$ cat config.mk
export PLATFORM = sky130hd
export DESIGN_NAME = hek_mul
export DESIGN_NICKNAME = d
export VERILOG_FILES = /design/src/rtl/hek_pkg.sv /design/src/rtl/hek_mul.sv
export SDC_FILE = /design/constraint.sdc
export NUM_CORES = 2
export LEC_CHECK = 0
export ABC_AREA = 0
export BUFFER_PORTS_ARGS = -buffer_cell sky130_fd_sc_hd__buf_2
export CAP_MARGIN = 25
export CORE_MARGIN = 3
export CORE_UTILIZATION = 35
export DETAILED_ROUTE_END_ITERATION = 10
export GPL_TIMING_DRIVEN = 0
export PLACE_DENSITY = 0.57
export SLEW_MARGIN = 5
export SYNTH_ARGS = -nofsm -noshare
export SYNTH_HDL_FRONTEND = slang
export SYNTH_SLANG_ARGS = --single-unit
$ cat constraint.sdc
create_clock -name clk -period 11.8 [get_ports clk]
set_clock_uncertainty 0.15 [all_clocks]
set_input_delay 0.59 -clock clk [delete_from_list [all_inputs] [get_ports clk]]
set_output_delay 0.59 -clock clk [all_outputs]
set_load 0.01 [all_outputs]
$ cat src/rtl/hek_pkg.sv
// shared types, constants and fixed-point helpers for the henon escape-time kernel
// no dependencies
package hek_pkg;

    localparam int TABLE_DEPTH = 64;
    localparam int TAB_AW      = $clog2(TABLE_DEPTH);
    localparam int ITER_BITS   = 12;
    localparam int DW          = 48;
    localparam int CW          = 15;
    localparam int NREGS       = 8;
    localparam int RIDX_W      = 3;

    localparam logic signed [DW:0] ESC_LIMIT = 49'sd42949672960000;
    localparam logic [CW-1:0]      COLOR_OFS = 15'd21;

    typedef enum logic [1:0] {
        OP_LOAD = 2'd0,
        OP_FWD  = 2'd1,
        OP_BWD  = 2'd2,
        OP_NONE = 2'd3
    } op_t;

    typedef enum logic [2:0] {
        REG_C_RE    = 3'd0,
        REG_C_IM    = 3'd1,
        REG_B_RE    = 3'd2,
        REG_B_IM    = 3'd3,
        REG_BINV_RE = 3'd4,
        REG_BINV_IM = 3'd5,
        REG_EINV_RE = 3'd6,
        REG_EINV_IM = 3'd7
    } reg_idx_t;

    // sequencer states of the top level
    typedef enum logic [2:0] {
        ST_IDLE,
        ST_ISSUE,   // start one product
        ST_WAIT,    // product in flight
        ST_RD,      // table read in flight
        ST_ADD,     // horner add of the table entry
        ST_CHECK,   // limit and escape test
        ST_DONE
    } state_t;

    // product groups of a point
    typedef enum logic [1:0] {
        PH_Y,       // y = v * eig_inv
        PH_HORN,    // acc = (acc + a[k]) * t
        PH_STEP,    // map step products
        PH_MAG      // magnitudes
    } phase_t;

    typedef logic signed [DW-1:0] fix_t;

    // saturate a 49-bit sum to 48 bits
    function automatic fix_t sat49(input logic signed [DW:0] v);
        fix_t r;
        r = v[DW-1:0];
        if (v[DW] != v[DW-1])
            r = v[DW] ? {1'b1, {(DW-1){1'b0}}} : {1'b0, {(DW-1){1'b1}}};
        return r;
    endfunction

endpackage

$ cat src/rtl/hek_mul.sv
// shared multi-cycle Q15.32 multiplier, magnitude rounding with saturation
// uses hek_pkg; 24x24 partial products, one per cycle
module hek_mul
    import hek_pkg::*;
(
    input  logic clk,
    input  logic rst_n,
    input  logic start,
    input  fix_t a,
    input  fix_t b,
    output logic done,
    output fix_t p
);

    logic [DW-1:0] ua_reg, ub_reg;
    logic          neg_reg;
    logic [2:0]    step_reg;
    logic          busy_reg;
    logic [95:0]   acc_reg;
    logic [47:0]   pp;
    logic [23:0]   opa, opb;
    logic [95:0]   pp_sh;
    logic [64:0]   r;
    logic [DW-1:0] ua_in, ub_in;

    assign ua_in = a[DW-1] ? DW'(-a) : DW'(a);
    assign ub_in = b[DW-1] ? DW'(-b) : DW'(b);

    always_comb
    begin
        opa   = step_reg[1] ? ua_reg[47:24] : ua_reg[23:0];
        opb   = step_reg[0] ? ub_reg[47:24] : ub_reg[23:0];
        pp    = opa * opb;
        pp_sh = 96'(pp) << (24 * (32'(step_reg[1]) + 32'(step_reg[0])));
    end

    always_ff @(posedge clk or negedge rst_n)
    begin
        if (!rst_n)
        begin
            busy_reg <= 1'b0;
            step_reg <= '0;
            done     <= 1'b0;
        end
        else
        begin
            done <= 1'b0;
            if (start)
            begin
                busy_reg <= 1'b1;
                step_reg <= '0;
            end
            else if (busy_reg)
            begin
                step_reg <= step_reg + 3'd1;
                if (step_reg == 3'd3)
                begin
                    busy_reg <= 1'b0;
                    done     <= 1'b1;
                end
            end
        end
    end

    always_ff @(posedge clk)
    begin
        if (start)
        begin
            ua_reg  <= ua_in;
            ub_reg  <= ub_in;
            neg_reg <= a[DW-1] ^ b[DW-1];
            acc_reg <= '0;
        end
        else if (busy_reg)
            acc_reg <= acc_reg + pp_sh;
    end

    // round and saturate from the finished magnitude
    always_comb
    begin
        r = 65'(acc_reg[95:32]) + 65'(acc_reg[31]);
        if (neg_reg)
            p = (r > 65'h800000000000) ? {1'b1, 47'd0} : DW'(-r[DW-1:0]);
        else
            p = (r > 65'h7FFFFFFFFFFF) ? {1'b0, {47{1'b1}}} : r[DW-1:0];
    end

endmodule

==> out/metrics.yaml <==
logic_synthesis:
  synthDistinctLibCells: 95
  ys_seq_area_share_pct: 12.5
  async_reset_ff_share_pct: 2.53
  synthCells: 4940
  syn_nets: 5801
  yosys_warnings: 0
  syn_area_um2: 39700
  ys_ff_latch: 198
  synth_edf_count: 97
  synth_ff_type: "edfxtp_1"
  synth.avg_cell_area_um2: 8.03
run_status:
  status: "finished clean"
sta:
  rsz0062_at_grt: "yes"
  relSlewSlack_pct: 22.9
  period_share_pct: 97.6
  clock.fmax_ghz: 0.0868
  setup_violations: 0
  final.min_clock_period_ns: 11.52
  finalMaxSlewViolations: 0
  tightest_slew_ns: 1.16
  finalHoldViolCount: 0
  setup-tns-final_ns: 0
cts:
  clock-root-buffer: "clkbuf_16"
  htree_levels: 4
  clkSinkCount: 198
  clock_latency_ns: 0.52
  cts_tree: "built"
  ctsLongestPathBuffers: 2
  clkTransAtPathRegs_ns: 0.09
  numCtsBuffers: 17
min_path:
  hold_class: "input port to flop"
  hold_start: "a[0]"
drt:
  firstDrtPassIters: 8
  first_iter_violations: 3574
  vias: 38200
  via_per_inst: 5.73
  drc: 0
  ant_nets: 0
  wl_um: 162000
  wire_per_inst_um: 24.3
finish:
  postLayoutCellArea_um2: 45700
  syn_to_final_growth_pct: 15.3
  utilization_pct: 41.0
  drive_above_1_share_pct: 13.4
  nFillCells: 11400
  largest_register_ffs: 96
  fin_nets: 6027
setup_path:
  critPathKind: "flop to flop"
  start_kind: "flop"
  slowest_stage: "fa_1"
  path_buf_inv: 7
  cp-end-kind: "flop"
  cpPeakStageDelay_ns: 0.64
  crit_top_cell: "fa_1"
  crit_arrival_ns: 11.82
  critPathTopFamily: "adder cells"
  r2r_start: "step_reg[1]"
  required_ns: 12.11
  critPathLaunch: "step_reg[1]"
  crit_fanout: 10
floorplanning:
  start_util_pct: 35.6
  die_h_um: 343
  rows: 122
  core_area_um2: 112000
  die_x_um: 343
  ios: 148
  dieArea_um2: 117000
place:
  port_buffers: 147
  place_hpwl_um: 134000
  placed_area_um2: 42600
  gp_congestion: 0.981
grt:
  grt_max_degree: 69
  grt_pass1_vias: 36500
  grtUsageTotal_pct: 27.0
  grt_pass1_wl_um: 238000
  antenna_found_initial: 7
  gr-total-overflow: 0
job:
  cap_violations: 0
==> logic make-up (layout without fill, tap and decap cells) <==
| group | count (synthesis) | count (layout) | share of synthesized area [%] |
|---|---|---|---|
| AOI/OAI and AO/OA | 927 | 927 | 15.4 |
| xor gates and xnor gates | 275 | 275 | 6.07 |
| adders and majority gates | 762 | 762 | 33.2 |
| buffers and inverters | 905 | 1143 | 8.72 |
| DFF | 198 | 198 | 12.5 |
| muxes | 157 | 158 | 4.15 |
| other | 0 | 3 | 0 |
| and+or+nand+nor | 1716 | 1716 | 20.0 |
==> layout make-up <==
type                            count  area [um^2]  share of cell area [%]
Antenna cell                        3         7.51                  0.0164
Buffer                            244         1500                    3.27
Clock buffer                       18          429                   0.938
Clock inverter                     14          174                   0.380
Inverter                          627         2350                    5.14
Multi-Input combinational cell   3838        32800                    71.7
Sequential cell                   198         4960                    10.9
Tap cell                         1488         1860                    4.07
Timing Repair Buffer              240         1660                    3.62
==> worst register-to-register path, delay by kind of cell, from the launching register on <==
kind	cells	cell delay (ns)
flip-flops	1	0.60
XOR/XNOR	1	0.14
adder cells (fa/ha/maj)	9	4.27
buffers and inverters	7	1.19
AND/OR/NAND/NOR	3	0.40
AO/OA/AOI/OAI	17	3.96
multiplexers	2	0.75
==> cell usage in the layout (no fill, tap or decap), types with 117 or more instances in the layout <==
master    synthesis  final
inv_1           625    623
nand2_1         575    571
nor2_1          542    533
fa_1            483    480
ha_1            279    255
a21oi_1         242    208
xnor2_1         204    193
o21ai_0         208    192
buf_2            17    166
clkbuf_1        231    124
nand3_1         119    117
==> cell usage after synthesis (71+ instances only) <==
cell type | count | area, um^2
o21ai_0 | 208 | 1040
edfxtp_1 | 97 | 2910
dfxtp_1 | 96 | 1920
xor2_1 | 71 | 622
a21o_1 | 74 | 556
nand4_1 | 83 | 519
clkbuf_1 | 231 | 867
nand2_1 | 575 | 2160
a21oi_1 | 242 | 1210
nand3_1 | 119 | 596
mux2i_1 | 96 | 961
xnor2_1 | 204 | 1790
nor3_1 | 88 | 440
inv_1 | 625 | 2350
nor2_1 | 542 | 2030
ha_1 | 279 | 3490
fa_1 | 483 | 9670
==> final timing paths <==
check                      depth (start not counted)     endpoint  slack [ns]
max                                               39  acc_reg[95]        0.28
min                                                1    ua_reg[0]        0.19
max reg2reg                                       39  acc_reg[95]        0.28
min reg2reg                                        2   acc_reg[7]        0.32
max in group asynchronous                          2  step_reg[1]       11.03
min in group asynchronous                          2         done        0.28
==> stage by stage <==
step	hold WS (ns)	setup WS, ns	cells
global route	0.174	-0.0536	6668
detailed placement	0.285	-3.39	6596
floorplan	0.144	0.683	4940
global placement	0.285	-3.46	6575
CTS	0.160	0.00481	6638
finish	0.193	0.285	6670
==> timing repair <==
item,CTS,global route
endpoints found under the setup margin,75,54
gates cloned,0,3
hold endpoints to repair,5,0
resized for setup,318,249
buffers inserted,27,42
pin swaps,18,33
hold buffers,1,0
==> layer usage <==
layer	GRT usage, %	share of wire (%)
met4	7.16	2.9
met2	39.8	42
met5	0	0.029
met1	39.7	45
met3	5.92	9.7
Power is not shown: default switching activity piles up to over one toggle a cycle in this logic, so the estimate is an artifact.
